==> config.mk <==
export PLATFORM = sky130hd
export DESIGN_NAME = button_press_classifier
export DESIGN_NICKNAME = d
export VERILOG_FILES = /design/src/bpc_pkg.sv /design/src/bpc_cfg_regs.sv /design/src/bpc_classify.sv /design/src/button_press_classifier.sv
export SDC_FILE = /design/constraint.sdc
export NUM_CORES = 1
export LEC_CHECK = 0
export ABC_AREA = 1
export ABC_CLOCK_PERIOD_IN_PS = 3900
export BUFFER_PORTS_ARGS = -buffer_cell sky130_fd_sc_hd__buf_4
export CORE_AREA = 2 2 143 145
export DETAILED_ROUTE_END_ITERATION = 10
export DIE_AREA = 0 0 145 147
export PLACE_DENSITY = 0.72
export SLEW_MARGIN = 20
export SYNTH_ARGS = -nofsm -noshare
export SYNTH_HDL_FRONTEND = slang
export SYNTH_HIERARCHICAL = 1
export SYNTH_SLANG_ARGS = --single-unit
==> constraint.sdc <==
create_clock -name clk -period 3.9 [get_ports clk]
set_input_delay 0.195 -clock clk [delete_from_list [all_inputs] [get_ports clk]]
set_output_delay 0.195 -clock clk [all_outputs]
set_load 0.01 [all_outputs]
==> src/bpc_pkg.sv <==
// ----------------------------------------------------------------------------
// bpc_pkg
// Shared types, register codes and reset values for the button press
// classifier.
// ----------------------------------------------------------------------------
`default_nettype none

package bpc_pkg;

	localparam int CntW    = 16;
	localparam int CfgIdxW = 3;
	localparam int GestW   = 3;

	// register index codes
	localparam logic [CfgIdxW-1:0] RegClickMin    = 3'd0;
	localparam logic [CfgIdxW-1:0] RegClickMax    = 3'd1;
	localparam logic [CfgIdxW-1:0] RegLongMin     = 3'd2;
	localparam logic [CfgIdxW-1:0] RegLongMax     = 3'd3;
	localparam logic [CfgIdxW-1:0] RegVeryLongMin = 3'd4;
	localparam logic [CfgIdxW-1:0] RegVeryLongMax = 3'd5;
	localparam logic [CfgIdxW-1:0] RegIgnoreLimit = 3'd6;
	localparam logic [CfgIdxW-1:0] RegDoubleWin   = 3'd7;

	// register reset values
	localparam logic [CntW-1:0] ClickMinRst    = 16'd20;
	localparam logic [CntW-1:0] ClickMaxRst    = 16'd500;
	localparam logic [CntW-1:0] LongMinRst     = 16'd1000;
	localparam logic [CntW-1:0] LongMaxRst     = 16'd3000;
	localparam logic [CntW-1:0] VeryLongMinRst = 16'd4000;
	localparam logic [CntW-1:0] VeryLongMaxRst = 16'd8000;
	localparam logic [CntW-1:0] IgnoreLimitRst = 16'd10000;
	localparam logic [CntW-1:0] DoubleWinRst   = 16'd300;

	localparam logic [CntW-1:0] CntMax = {CntW{1'b1}};

	typedef enum logic [GestW-1:0] {
		GEST_NONE   = 3'd0,
		GEST_CLICK  = 3'd1,
		GEST_DOUBLE = 3'd2,
		GEST_LONG   = 3'd3,
		GEST_VLONG  = 3'd4
	} gesture_t;

	typedef struct packed {
		logic [CntW-1:0] click_min;
		logic [CntW-1:0] click_max;
		logic [CntW-1:0] long_min;
		logic [CntW-1:0] long_max;
		logic [CntW-1:0] very_long_min;
		logic [CntW-1:0] very_long_max;
		logic [CntW-1:0] ignore_limit;
		logic [CntW-1:0] double_window;
	} cfg_t;

endpackage

`default_nettype wire

==> src/bpc_cfg_regs.sv <==
// ----------------------------------------------------------------------------
// bpc_cfg_regs
// Threshold and window registers, written one word at a time.
// ----------------------------------------------------------------------------
`default_nettype none

module bpc_cfg_regs (
	input  wire logic                         clk,
	input  wire logic                         arst_n,
	input  wire logic                         wr_en,
	input  wire logic [bpc_pkg::CfgIdxW-1:0]  wr_index,
	input  wire logic [bpc_pkg::CntW-1:0]     wr_data,
	output bpc_pkg::cfg_t                     cfg
);

	bpc_pkg::cfg_t cfg_q;

	// register file, one word per write
	always_ff @(posedge clk or negedge arst_n) begin
		if (!arst_n) begin
			cfg_q.click_min     <= bpc_pkg::ClickMinRst;
			cfg_q.click_max     <= bpc_pkg::ClickMaxRst;
			cfg_q.long_min      <= bpc_pkg::LongMinRst;
			cfg_q.long_max      <= bpc_pkg::LongMaxRst;
			cfg_q.very_long_min <= bpc_pkg::VeryLongMinRst;
			cfg_q.very_long_max <= bpc_pkg::VeryLongMaxRst;
			cfg_q.ignore_limit  <= bpc_pkg::IgnoreLimitRst;
			cfg_q.double_window <= bpc_pkg::DoubleWinRst;
		end else if (wr_en) begin
			case (wr_index)
				bpc_pkg::RegClickMin:    cfg_q.click_min     <= wr_data;
				bpc_pkg::RegClickMax:    cfg_q.click_max     <= wr_data;
				bpc_pkg::RegLongMin:     cfg_q.long_min      <= wr_data;
				bpc_pkg::RegLongMax:     cfg_q.long_max      <= wr_data;
				bpc_pkg::RegVeryLongMin: cfg_q.very_long_min <= wr_data;
				bpc_pkg::RegVeryLongMax: cfg_q.very_long_max <= wr_data;
				bpc_pkg::RegIgnoreLimit: cfg_q.ignore_limit  <= wr_data;
				bpc_pkg::RegDoubleWin:   cfg_q.double_window <= wr_data;
				default: ;
			endcase
		end
	end

	assign cfg = cfg_q;

endmodule

`default_nettype wire

==> src/bpc_classify.sv <==
// ----------------------------------------------------------------------------
// bpc_classify
// Press tracking state and hold classification for one sample per step.
// ----------------------------------------------------------------------------
`default_nettype none

module bpc_classify (
	input  wire logic          clk,
	input  wire logic          arst_n,
	input  wire logic          step,
	input  wire logic          level,
	input  wire bpc_pkg::cfg_t cfg,
	output bpc_pkg::gesture_t  gesture
);

	typedef enum logic [1:0] {
		PH_IDLE = 2'd0,
		PH_HELD = 2'd1,
		PH_WAIT = 2'd2
	} phase_t;

	phase_t                    phase_q, phase_d, phase_e;
	logic                      last_level_q;
	logic [bpc_pkg::CntW-1:0]  hold_q, hold_d;
	logic [bpc_pkg::CntW-1:0]  since_q, since_d;
	logic                      in_click, in_long, in_vlong, over_limit;

	// counters count up first, then edges are applied
	always_comb begin
		since_d = (since_q == bpc_pkg::CntMax) ? since_q : since_q + 1'b1;
		hold_d  = hold_q;
		case (phase_q)
			PH_HELD, PH_WAIT: begin
				phase_e = phase_q;
				if (hold_q != bpc_pkg::CntMax) hold_d = hold_q + 1'b1;
			end
			default: phase_e = PH_IDLE;
		endcase
		if (level && !last_level_q) begin
			phase_e = PH_HELD;
			hold_d  = '0;
		end else if (!level && last_level_q) begin
			phase_e = PH_WAIT;
		end
	end

	// band compares on the updated hold count
	assign in_click   = (hold_d >= cfg.click_min) && (hold_d <= cfg.click_max);
	assign in_long    = (hold_d >= cfg.long_min) && (hold_d <= cfg.long_max);
	assign in_vlong   = (hold_d >= cfg.very_long_min) && (hold_d <= cfg.very_long_max);
	assign over_limit = (hold_d >= cfg.ignore_limit);

	// classification of a pending press, first matching band wins
	always_comb begin
		phase_d = phase_e;
		gesture = bpc_pkg::GEST_NONE;
		if (phase_e == PH_WAIT) begin
			if (in_click) begin
				phase_d = PH_IDLE;
				if (since_d <= cfg.double_window) begin
					gesture = bpc_pkg::GEST_DOUBLE;
				end else begin
					gesture = bpc_pkg::GEST_CLICK;
				end
			end else if (in_long) begin
				phase_d = PH_IDLE;
				gesture = bpc_pkg::GEST_LONG;
			end else if (in_vlong) begin
				phase_d = PH_IDLE;
				gesture = bpc_pkg::GEST_VLONG;
			end else if (over_limit) begin
				phase_d = PH_IDLE;
			end
		end
	end

	// state update once per sample
	always_ff @(posedge clk or negedge arst_n) begin
		if (!arst_n) begin
			phase_q      <= PH_IDLE;
			last_level_q <= 1'b0;
			hold_q       <= '0;
			since_q      <= bpc_pkg::CntMax;
		end else if (step) begin
			phase_q      <= phase_d;
			last_level_q <= level;
			hold_q       <= hold_d;
			since_q      <= (gesture == bpc_pkg::GEST_CLICK) ? '0 : since_d;
		end
	end

endmodule

`default_nettype wire

==> src/button_press_classifier.sv <==
// ----------------------------------------------------------------------------
// button_press_classifier
// Click, double click, long and long-long press detector, one sample a tick.
// ----------------------------------------------------------------------------
// Every level word taken gives exactly one gesture word (input register, then
// result register); a gesture of zero means nothing happened on that tick. The
// sustained rate is one word per cycle while nothing stalls, set by the single
// classify step between the two registers. Stall on the result side backs up
// through the input register to the input stall. Write registers through the
// cfg port only while no word is in flight; the block does not enforce this.
`default_nettype none

module button_press_classifier (
	input  wire logic                         clk,
	input  wire logic                         arst_n,
	input  wire logic                         in_valid,
	output      logic                         in_stall,
	input  wire logic                         level,
	output      logic                         out_valid,
	input  wire logic                         out_stall,
	output      logic [bpc_pkg::GestW-1:0]    gesture,
	input  wire logic                         cfg_valid,
	output      logic                         cfg_ready,
	input  wire logic [bpc_pkg::CfgIdxW-1:0]  cfg_index,
	input  wire logic [bpc_pkg::CntW-1:0]     cfg_data
);

	bpc_pkg::cfg_t      cfg;
	bpc_pkg::gesture_t  gesture_d;
	logic               valid_s1, level_s1;
	logic               out_valid_q;
	logic [bpc_pkg::GestW-1:0] gesture_q;
	logic               advance;

	assign cfg_ready = 1'b1;

	bpc_cfg_regs u_cfg (
		.clk      (clk),
		.arst_n   (arst_n),
		.wr_en    (cfg_valid & cfg_ready),
		.wr_index (cfg_index),
		.wr_data  (cfg_data),
		.cfg      (cfg)
	);

	// stage 1 word moves on when the result register is free or draining
	assign advance  = valid_s1 && (!out_valid_q || !out_stall);
	assign in_stall = valid_s1 && !advance;

	// input register
	always_ff @(posedge clk or negedge arst_n) begin
		if (!arst_n) begin
			valid_s1 <= 1'b0;
			level_s1 <= 1'b0;
		end else if (!in_stall) begin
			valid_s1 <= in_valid;
			level_s1 <= level;
		end
	end

	bpc_classify u_classify (
		.clk     (clk),
		.arst_n  (arst_n),
		.step    (advance),
		.level   (level_s1),
		.cfg     (cfg),
		.gesture (gesture_d)
	);

	// result register
	always_ff @(posedge clk or negedge arst_n) begin
		if (!arst_n) begin
			out_valid_q <= 1'b0;
			gesture_q   <= '0;
		end else if (advance) begin
			out_valid_q <= 1'b1;
			gesture_q   <= gesture_d;
		end else if (!out_stall) begin
			out_valid_q <= 1'b0;
		end
	end

	assign out_valid = out_valid_q;
	assign gesture   = gesture_q;

	// a stalled input means a full, stalled result register
	assert property (@(posedge clk) disable iff (!arst_n)
		in_stall |-> (out_valid && out_stall))
		else $error("input stalled while result register could drain");

	// a word leaving stage 1 always lands in the result register
	assert property (@(posedge clk) disable iff (!arst_n)
		advance |=> out_valid)
		else $error("classified word lost");

	// a taken result with nothing behind it empties the register
	assert property (@(posedge clk) disable iff (!arst_n)
		(out_valid && !out_stall && !advance) |=> !out_valid)
		else $error("result word repeated");

endmodule

`default_nettype wire

==> results of run 1 <==
==> flip-flops by register name, indices dropped and copies added, names as in the netlist <==
signal,flops
gesture,3
level_s1,1
out_valid,1
u_cfg/cfg,128
u_classify/hold_q,16
u_classify/last_level_q,1
u_classify/phase_q,2
u_classify/since_q,16
valid_s1,1
==> timing repair <==
item | CTS | global route
buffers inserted | 0 | 8
endpoints found under the setup margin | 19 | 20
cloned | 0 | 1
pin swaps | 0 | 10
hold buffers | 3 | 0
resized for setup | 1 | 40
endpoints found under the hold margin | 57 | 0
==> routing by layer <==
layer | share of wire | routed length, um | vias to the layer above
met2 | 0.49 | 13630 | 259
met3 | 0.054 | 1524 | 51
met1 | 0.44 | 12300 | 4425
met5 | 0 | 0 | -
met4 | 0.023 | 651 | 0
li1 | - | - | 4719
==> through the flow <==
step / cell area (sq um) / hold slack, ns
after floorplan: 11020 / -0.1006
after global placement: 11590 / 0.3266
after detailed placement: 11590 / 0.3325
after CTS: 12220 / 0.01541
after global routing: 12470 / 0.05443
final: 12470 / 0.03008
==> critical path: cells and delay by family, from the launching register on <==
family	cells	cell delay, ns
flip-flops	1	0.56
XOR/XNOR	1	0.14
buffers and inverters	5	0.58
AND/OR/NAND/NOR	9	1.26
adder cells (fa/ha/maj)	2	0.43
AO/OA/AOI/OAI	5	0.63
==> cell type report <==
| type | count | area (sq um) | area share |
|---|---|---|---|
| repair buffers | 72 | 610.6 | 0.04895 |
| clock buffers | 18 | 439.2 | 0.03521 |
| inverters | 227 | 852.1 | 0.06830 |
| clock inverters | 14 | 152.6 | 0.01224 |
| flip-flops and latches | 169 | 4302 | 0.3448 |
| multi-input cells | 1021 | 5781 | 0.4634 |
| well taps | 270 | 337.8 | 0.02708 |
==> final timing paths <==
| check | cells after the start | slack (ns) | endpoint | start |
|---|---|---|---|---|
| setup / recovery | 22 | 0.20 | u_classify/since_q[12]$_DFFE_PN1P_ | u_classify/since_q[1]$_DFFE_PN1P_ |
| min in group asynchronous | 2 | 0.42 | u_cfg/cfg[51]$_DFFE_PN0P_ | arst_n |
| hold / removal | 3 | 0.03 | level_s1$_DFFE_PN0N_ | out_stall |
| hold reg to reg | 2 | 0.46 | u_cfg/cfg[102]$_DFFE_PN1P_ | u_cfg/cfg[102]$_DFFE_PN1P_ |
| setup reg to reg | 22 | 0.20 | u_classify/since_q[12]$_DFFE_PN1P_ | u_classify/since_q[1]$_DFFE_PN1P_ |
| max in group asynchronous | 3 | 2.51 | u_cfg/cfg[56]$_DFFE_PN1P_ | arst_n |
==> power groups by stage <==
stage | registers [mW] | logic, mW | clock network, mW
floorplan | 2.30 | 1.38 | 0
global placement | 2.33 | 1.83 | 0
detailed placement | 2.34 | 1.91 | 0
CTS | 2.32 | 1.92 | 1.75
global route | 2.37 | 2.29 | 1.81
finish | 2.32 | 2.00 | 1.71
==> cell usage in the layout, fill, tap and decap left out, drive strengths merged <==
cell type	Yosys	layout
nand2	535	535
inv	226	227
ha	125	125
dfrtp	111	111
nand3	85	85
buf	30	68
a21oi	68	68
nor2	60	60
dfstp	58	58
o21ai	53	53
nor3	27	27
nand4	20	20
clkbuf	20	19
clkinv	1	11
a211oi	9	9
a21o	5	5
nor4	5	5
a31oi	4	4
xor2	4	4
o21bai	4	4
o21a	4	4
bufinv	0	3
dlygate4sd3	0	3
xnor2	2	2
or2	2	2
o221a	2	2
conb	1	1
or4	1	1
o211ai	1	1
a221oi	1	1
o221ai	1	1
and3	1	1
nor3b	1	1
==> cells by family (layout without fill, tap and decap cells) <==
| kind of cell | count (synthesis) | count (layout) | synth area share |
|---|---|---|---|
| other | 1 | 1 | 0.0003403 |
| DFF | 169 | 169 | 0.3904 |
| xor gates and xnor gates | 6 | 6 | 0.004769 |
| and+or+nand+nor | 737 | 737 | 0.2831 |
| AOI/OAI and AO/OA | 152 | 152 | 0.07994 |
| adders and majority gates | 125 | 125 | 0.1419 |
| buffers and inverters | 277 | 331 | 0.09958 |
==> summary.md, run 1 <==
| Metric | Value |
|---|---|
| Final core utilization | 0.6286 |
| Total power | 6.036 mW |
| CTS H-tree lvls | 4 |
| Status | finished clean |
| Setup_tns | 0 ns |
| Yosys top cell by area | dfrtp_1 |
| Non-filler instance count after layout | 1791 |
| Overflow after GRT | 0 |
| Vias per inst | 5.279 |
| Initial antenna violation count | 0 |
| CTS tree | built |
| Clock Tree Buf Depth | 2 |
| Die footprint | 0.02132 sq mm |
| Nets | 1658 |
| Clk pwr share | 0.284 |
| Filler cell count | 1766 |
| Clock sinks | 169 |
| Die extent in y | 147 um |
| CP required | 4.25 ns |
| Global-route wire length before repair | 45760 um |
| Pins Over Slew Limit | 0 |
| Post-Syn Area | 0.01102 sq mm |
| WL/cell | 15.69 um |
| Vias | 9454 |
| Cells after Synth | 1467 |
| Largest cells by area after synthesis | dfrtp_1 (25%), nand2_1 (18%), ha_1 (14%) |
| Mapped Nets | 1617 |
| Maximum VDD drop | 0.3647 mV |
| Antenna cells | 0 |
| First-pass DRT Iterations | 5 |
| Most frequent cell after synthesis | nand2_1 |
| Final hold violations | 0 |
| Grt peak-use layer | met2 |
| Core area | 0.01984 sq mm |
| Slowest-stage cell, CP | dfstp_2 |
| Worst slack, placed | -0.04139 ns |
| Sequential area share after synthesis | 0.3904 |
| Async S/R FF share, synth | 1.000 |
| Grt met2 use | 0.4662 |
| Max Cap Viol | 0 |
| Ys flop type | dfrtp_1 |
| Slew @ Worst Pin | 1.103 ns |
| Worst Slack Setup Final | 0.2044 ns |
| Net switching fraction of the power | 0.3535 |
| CTS root buffer | clkbuf_16 |
| Post-DP HPWL | 19510 um |
| DRC violations left | 0 |
| Post-synth EDFFs | 0 |
| Worst-Skew Late Latency | 0.43 ns |
| Gate power share | 0.331 |
| Vias in the first global route | 9178 |
| Leak pwr | 6.702 nW |
| Fin crit period | 3.696 ns |
| Synthesized area per cell | 7.511 sq um |
| Fmax | 270.6 MHz |
| Port Buffers | 29 |
| Part of the cycle the worst path needs | 0.9476 |
| Post-synth cell types | 45 |
| Path category of the worst min-delay check | input pin to flop |
| Skew final | 0.007583 ns |
| Max-slew headroom | 0.2644 |
| Final setup viols | 0 |
| Detail Route Antenna Nets | 0 |
| IO Count | 31 |
| WL final | 28110 um |
| GRT Util Overall | 0.2687 |
| Crit path capture type | flop |
| Post-synth top cells | nand2_1 (520), inv_1 (219), ha_1 (125) |
| Chip width | 145 um |
| Maximum fanout along the worst path | 8 |
| Std-Cell Rows | 52 |
| Met1 GRT Util | 0.3522 |
| Crit path cell chain | ha_4, nand2_2, nor3_4, nand2_2, nor2_2, inv_2, nor3_4, inv_2, nor2_4, buf_4, nor4_1, xor2_1, inv_1, ha_1, nand2_1, o21a_1, o221ai_1, a21oi_1, a21oi_2, nor3b_4, clkbuf_16, o21ai_2 |
| Placed cells | 1747 |
| Synth Warn # | 6 |
| Clock transition at the registers of the reported paths | 0.06 ns |
| Yosys top cell area share | 0.2521 |
| Largest net degree at the start of global routing | 89 |
| Final GP Congestion | 0.8763 |
| Total CTS buffers | 17 |
| Critical Path AT | 4.05 ns |
| Share of cells above drive strength 1 | 0.1604 |
| Drt initial violations | 658 |
| Cell area power density | 483.8 mW/mm^2 |
| Area grow syn2layout | 13.21% |
| Crit-path max cell delay | 0.56 ns |
| Switch Pwr | 2.133 mW |
| Flops & latches, synth | 169 |
| Met3 Usage GRT | 0.04037 |
| Internal | 3.902 mW |
| Initial core utilization | 0.5553 |
| Seq pwr share | 0.385 |
| CP Class | flop to flop |
| Critical Path Start Type | flop |
(Power assumes the default switching activity.)
==> run 2: changes to the inputs <==
ABC_AREA = unset   (was 1)
CORE_AREA = 2 2 141 143   (was 2 2 143 145)
DIE_AREA = 0 0 143 145   (was 0 0 145 147)
MAX_ROUTING_LAYER = met4   (was unset)
PLACE_DENSITY = 0.73   (was 0.72)
==> run 2 against run 1 <==
Against the previous run:
- the flow now finishes with violations (setup timing)
- critical path depth down 3
- die area down 2.7%
- first-iteration DRC count decreased by 10%
- utilization grew 4.1 points
==> summary.md, run 2 <==
| Metric | Value |
|---|---|
| Status | finished, violations left |
| Failing checks | setup timing |
| Most frequent cell after synthesis | mux2_2 |
| Critical Path Start Type | flop |
| R2r setup slk | -0.07 ns |
| Logic depth of the worst path, buffers included | 19 |
| Path category of the worst min-delay check | input pin to flop |
| Final GP Congestion | 0.9355 |
| Drt initial violations | 589 |
| Post-synth EDFFs | 0 |
| Post-synth cell types | 71 |
| Part of the cycle the worst path needs | 1.018 |
| GRT Util Overall | 0.2909 |
| R2R cell count | 19 |
| Critical path's top delay family | simple AND/OR/NAND/NOR gates |
| Grt peak-use layer | met2 |
| Vias | 8167 |
| Clock transition at the registers of the reported paths | 0.07 ns |
| Ys flop type | dfrtp_1 |
| Overflow after GRT | 0 |
| WL/cell | 19.89 um |
| Total CTS buffers | 17 |
| WL final | 27940 um |
| Crit path cell chain | ha_2, nand3_2, or4_4, nand4b_1, buf_4, nor3_4, buf_6, xnor2_4, nor2_4, ha_4, nand4_1, nor4_4, buf_4, buf_6, a211oi_4, a211oi_4, or2_4, a211oi_2, mux2_4 |
| Async S/R FF share, synth | 1.000 |
| Post-DP HPWL | 19680 um |
| Final hold violations | 0 |
| Initial antenna violation count | 1 |
| Max-slew headroom | 0.3362 |
| WP buf/inv | 4 |
| Detail Route Antenna Nets | 0 |
| CP required | 4.23 ns |
| Max FFs per register | 128 |
| Std-Cell Rows | 51 |
| Hold Slack | 0.04943 ns |
| Clock sinks | 169 |
| Largest net degree at the start of global routing | 102 |
| Worst-Skew Late Latency | 0.44 ns |
| Area grow syn2layout | 19.12% |
| First-pass DRT Iterations | 5 |
| IO Count | 31 |
| Pins Over Slew Limit | 0 |
| CP Capture Point | gesture[1]$_DFFE_PN0P_ |
| Crit-path max cell delay | 0.49 ns |
| Port Buffers | 29 |
| CP Class | flop to flop |
| Antenna cells | 0 |
| CTS root buffer | clkbuf_16 |
| Mapped Nets | 1162 |
| RSZ-0062 raised after global routing | true |
| Fin crit period | 3.970 ns |
| Leak pwr | 6.179 nW |
| Core area | 0.01921 sq mm |
| CTS H-tree lvls | 4 |
| Most common cell after layout, fill and taps aside | inv_1 |
| R2R Path End | gesture[1]$_DFFE_PN0P_ |
| Cells after Synth | 1012 |
| Nets | 1277 |
| Largest cells by area after synthesis | dfrtp_1 (26%), ha_1 (14%), dfstp_2 (14%) |
| Yosys top cell by area | dfrtp_1 |
| Synth Warn # | 6 |
| Fmax | 251.9 MHz |
| Critical Path AT | 4.30 ns |
| Synthesized area per cell | 10.67 sq um |
| Maximum fanout along the worst path | 4 |
| Slew @ Worst Pin | 0.9956 ns |
| Cell area power density | 508.1 mW/mm^2 |
| Final setup viols | 3 |
| Flops & latches, synth | 169 |
| Worst setup startpoint | u_classify/hold_q[0]$_DFFE_PN0P_ |
| Vias in the first global route | 8308 |
| Global-route wire length before repair | 45130 um |
| Sequential area share after synthesis | 0.3982 |
| Crit path capture type | flop |
| Die extent in y | 145 um |
| Critical R2R Launch | u_classify/hold_q[0]$_DFFE_PN0P_ |
| Chip width | 143 um |
| Post-Syn Area | 0.01080 sq mm |
| Die footprint | 0.02074 sq mm |
| Post-synth top cells | mux2_2 (130), inv_1 (129), ha_1 (125) |
| Max Cap Viol | 0 |
| Vias per inst | 5.813 |
| Worst Slack Setup Final | -0.07015 ns |
| Total power | 6.538 mW |
| Initial core utilization | 0.5624 |
| Worst slack, placed | -0.3394 ns |
| CTS tree | built |
| Most frequent cells in the layout | inv_1 (129), mux2_2 (128), ha_1 (121) |
| Maximum VDD drop | 0.3517 mV |
| Clock Tree Buf Depth | 2 |
| Slowest-stage cell, CP | or4_4 |
| Share of cells above drive strength 1 | 0.3605 |
| Yosys top cell area share | 0.2572 |
| DRC violations left | 0 |
| Skew final | 0.009713 ns |
| Met1 GRT Util | 0.3845 |
| Grt met2 use | 0.4600 |
| Met3 Usage GRT | 0.04356 |
-- run 2: cell types whose count changed in the layout (fill, tap and decap cells not counted), moves of 16 or more --
cell / change
buf_4: +51
inv_1: -86
mux2_2: +128
nand2_1: -473
nand2_2: -18
nand3_1: -61
xnor2_1: +16
-- run 2: worst min-delay path by stage --
stage,end,start,cells past startpoint
2_1_floorplan,gesture[0]$_DFFE_PN0P_,arst_n,0
3_3_place_gp,u_cfg/cfg[28]$_DFFE_PN0P_,arst_n,1
3_5_place_dp,u_cfg/cfg[28]$_DFFE_PN0P_,arst_n,1
4_1_cts,u_cfg/cfg[65]$_DFFE_PN0P_,cfg_data[1],2
5_1_grt,u_cfg/cfg[113]$_DFFE_PN0P_,cfg_data[1],2
6_report,u_cfg/cfg[49]$_DFFE_PN0P_,cfg_data[1],2
-- run 2: metrics by stage --
stage | instance area (sq um) | instances | setup TNS [ns] | utilization
4_1_cts | 12730 | 1401 | -0.1656 | 0.6626
2_1_floorplan | 10830 | 1012 | 0 | -
3_5_place_dp | 11840 | 1357 | -4.787 | 0.6166
6_report | 12870 | 1405 | -0.1855 | 0.6699
3_3_place_gp | 11840 | 1357 | -2.382 | 0.6166
5_1_grt | 12870 | 1405 | -3.452 | 0.6699
-- run 2: per-layer routing --
layer  wire length [um]  share of wire  up-vias
met2              13560           0.49      194
met1              12520           0.45     4092
met4                735          0.026        0
met3               1125          0.040       54
met5                  0              0        -
li1                   -              -     3827
-- run 2: final cells by class --
cell class              instances  area (sq um)
fillers                      1427          6340
clock inverters                12         175.2
multi-input cells             684          6135
well taps                     265         331.6
repair buffers                126          1003
flip-flops and latches        169          4302
clock buffers                  20         436.7
inverters                     129         484.2
-- run 2: logic make-up (layout without fill, tap and decap cells) --
logic type | Yosys count | in the layout | synth area share
DFF | 169 | 169 | 0.3982
and+or+nand+nor | 203 | 203 | 0.1030
xor gates and xnor gates | 31 | 31 | 0.02514
other | 1 | 1 | 0.0003472
AOI/OAI and AO/OA | 173 | 173 | 0.1032
buffers and inverters | 159 | 287 | 0.06510
muxes | 149 | 149 | 0.1582
adders and majority gates | 127 | 127 | 0.1468
-- run 2: power by group --
group          total, mW  internal, mW  switching [mW]  leakage (nW)
logic               2.31          1.06            1.26          3.91
clock network       1.79          1.03           0.764         0.296
registers           2.43          2.21           0.223          1.97
-- run 2: timing repair --
item                       CTS  global route
gates resized for setup     34            22
setup buffers               10             5
setup endpoints to repair   20            20
hold buffers                 4             0
cloned                       0             0
hold endpoints to repair    72             0
pin swaps                   24            15
-- run 2: worst reg2reg max path, delay by kind of cell (launching register included) --
kind | cells | cell delay (ns)
AO/OA/AOI/OAI | 3 | 0.47
XOR/XNOR | 1 | 0.17
adder cells (fa/ha/maj) | 2 | 0.46
buffers and inverters | 4 | 0.55
flip-flops | 1 | 0.35
multiplexers | 1 | 0.26
AND/OR/NAND/NOR | 8 | 1.60
==> run 3: changes to the inputs <==
ABC_CLOCK_PERIOD_IN_PS = 4500   (was 3900)
CORE_AREA = 2 2 136 138   (was 2 2 141 143)
DIE_AREA = 0 0 138 140   (was 0 0 143 145)
PLACE_DENSITY = 0.74   (was 0.73)
SETUP_SLACK_MARGIN = 0.15   (was unset)
SYNTH_HIERARCHICAL = unset   (was 1)
clock period = 4.5 ns   (was 3.9 ns; I/O delays follow)
==> run 3 against run 2 <==
Against the previous run:
- the run now ends clean
- synthesized cell count rose by 8.4%
- total power fell by 17%
- die area fell by 6.8%
- critical path type unchanged
==> summary.md, run 3 <==
| Metric | Value |
|---|---|
| Cell area power density | 442.1 mW/mm^2 |
| Critical Path Start Type | flop |
| Global-route wire length before repair | 42380 um |
| Share of cells above drive strength 1 | 0.2570 |
| Max FFs per register | 128 |
| CTS H-tree lvls | 4 |
| WL/cell | 18.76 um |
| Maximum fanout along the worst path | 5 |
| Clock transition at the registers of the reported paths | 0.06 ns |
| Setup_tns | 0 ns |
| Synthesized area per cell | 9.663 sq um |
| Die footprint | 0.01932 sq mm |
| Drt initial violations | 549 |
| Post-Syn Area | 0.01060 sq mm |
| Cells after Synth | 1097 |
| Placed cells | 1358 |
| Post-DP HPWL | 18290 um |
| Largest cells by area after synthesis | dfrtp_1 (26%), ha_1 (15%), dfstp_2 (14%) |
| Pins Over Slew Limit | 0 |
| CTS root buffer | clkbuf_16 |
| Most common cell after layout, fill and taps aside | inv_1 |
| Critical Path AT | 4.57 ns |
| Sequential area share after synthesis | 0.4058 |
| Yosys top cell area share | 0.2620 |
| Path category of the worst min-delay check | input pin to flop |
| Area grow syn2layout | 15.26% |
| Core area | 0.01778 sq mm |
| GRT Util Overall | 0.2862 |
| Initial core utilization | 0.5962 |
| Status | finished clean |
| WL final | 26410 um |
| Final setup viols | 0 |
| Detail Route Antenna Nets | 0 |
| Vias | 8216 |
| Chip width | 138 um |
| Post-synth top cells | inv_1 (131), ha_1 (125), nand2_1 (122) |
| Std-Cell Rows | 49 |
| Async S/R FF share, synth | 1.000 |
| Clock Tree Buf Depth | 2 |
| Synth Warn # | 0 |
| Post-synth cell types | 70 |
| Overflow after GRT | 0 |
| Slew @ Worst Pin | 1.064 ns |
| Nets | 1316 |
| Fmax | 233.6 MHz |
| Vias in the first global route | 8168 |
| Port Buffers | 29 |
| Fin crit period | 4.281 ns |
| CP required | 4.79 ns |
| Clock sinks | 169 |
| IO Count | 31 |
| Skew final | 0.006377 ns |
| CP Class | flop to flop |
| Most frequent cells in the layout | inv_1 (131), ha_1 (123), nand2_1 (121) |
| Max-slew headroom | 0.2871 |
| Final GP Congestion | 0.9469 |
| RSZ-0062 raised after global routing | false |
| DRC violations left | 0 |
| Worst-Skew Late Latency | 0.43 ns |
| Flops & latches, synth | 169 |
| Final hold violations | 0 |
| Ys flop type | dfrtp_1 |
| Max Cap Viol | 0 |
| Maximum VDD drop | 0.3197 mV |
| Part of the cycle the worst path needs | 0.9514 |
| CTS tree | built |
| First-pass DRT Iterations | 5 |
| Vias per inst | 5.835 |
| Antenna cells | 0 |
| Most frequent cell after synthesis | inv_1 |
| Die extent in y | 140 um |
| Non-filler instance count after layout | 1408 |
| Post-synth EDFFs | 0 |
| Total CTS buffers | 17 |
| Mapped Nets | 1247 |
| Yosys top cell by area | dfrtp_1 |
| Crit path capture type | flop |
| Largest net degree at the start of global routing | 90 |
| Leak pwr | 5.861 nW |
| Initial antenna violation count | 0 |
==> run 3: through the flow <==
| step | util | worst slack, ns | instance area (sq um) | hold slack (ns) | power, mW |
|---|---|---|---|---|---|
| final | 0.6872 | 0.2188 | 12220 | 0.02153 | 5.402 |
| after global routing | 0.6872 | 0.006706 | 12220 | 0.04313 | 5.730 |
| after CTS | 0.6714 | 0.1490 | 11940 | 0.01952 | 5.341 |
| after detailed placement | 0.6329 | -0.06308 | 11250 | 0.3515 | 3.749 |
| after global placement | 0.6329 | 0.08076 | 11250 | 0.3547 | 3.684 |
| after floorplan | - | 0.1724 | 10600 | -0.07059 | 3.244 |
==> run 3: critical path, stage by stage (launching register included) <==
cell,delay (ns)
dfrtp_1,0.38
ha_2,0.19
and3_1,0.14
and3_4,0.19
a2111oi_4,0.30
and2_4,0.22
buf_4,0.12
nand4_1,0.12
xor2_1,0.21
nor2_2,0.09
buf_4,0.17
ha_1,0.32
nand4_1,0.10
nor2_1,0.30
nand2_1,0.11
nor4b_1,0.51
o32ai_2,0.21
o2111ai_1,0.24
o221ai_1,0.19
==> run 3: layout make-up <==
cell class | instances | area, sq um
inverter | 131 | 491.7
multi-input combinational | 762 | 5819
sequential | 169 | 4302
clock buffer | 22 | 484.2
fill | 1427 | 5562
clock inverter | 10 | 141.4
tap | 229 | 286.5
timing repair buffer | 85 | 693.2
==> run 3: cell families after synthesis <==
logic type | count (synthesis) | share of synthesized area
AND/OR/NAND/NOR | 300 | 0.1375
AO/OA/AOI/OAI | 223 | 0.1347
flip-flops | 169 | 0.4058
buffers and inverters | 166 | 0.06303
adder cells (fa/ha/maj) | 127 | 0.1494
multiplexers | 75 | 0.07944
XOR/XNOR | 36 | 0.02974
other | 1 | 0.0003538
==> run 3: routing by layer <==
metal  global-route usage  routed length, um  vias to the layer above
met5                    -                  0                        -
met4               0.1230                948                        0
li1                     -                  -                     3941
met3              0.05197               1381                       68
met2               0.4419              12250                      215
met1               0.3740              11840                     3992
==> run 3: worst paths after layout <==
| check | depth (start not counted) | from | endpoint | slack (ns) |
|---|---|---|---|---|
| hold reg to reg | 1 | gesture[0]$_DFFE_PN0P_ | gesture[0]$_DFFE_PN0P_ | 0.50 |
| setup reg to reg | 18 | u_classify.hold_q[0]$_DFFE_PN0P_ | u_classify.phase_q[1]$_DFFE_PN0P_ | 0.22 |
| hold / removal | 2 | level | level_s1$_DFFE_PN0N_ | 0.02 |
| setup / recovery | 18 | u_classify.hold_q[0]$_DFFE_PN0P_ | u_classify.phase_q[1]$_DFFE_PN0P_ | 0.22 |
| max in group asynchronous | 3 | arst_n | u_cfg.cfg[2]$_DFFE_PN1P_ | 2.94 |
| min in group asynchronous | 2 | arst_n | u_cfg.cfg[52]$_DFFE_PN0P_ | 0.40 |
==> run 3: where the power goes <==
| part | internal [mW] | switching (mW) |
|---|---|---|
| clock | 0.933 | 0.618 |
| sequential | 1.90 | 0.170 |
| combinational | 0.732 | 1.04 |
==> run 3: repair_timing <==
action	CTS	global route
resized for setup	8	29
endpoints found under the hold margin	60	0
setup buffers	1	13
hold buffers	2	0
pin swaps	1	21
setup endpoints to repair	20	20
gates cloned	0	1
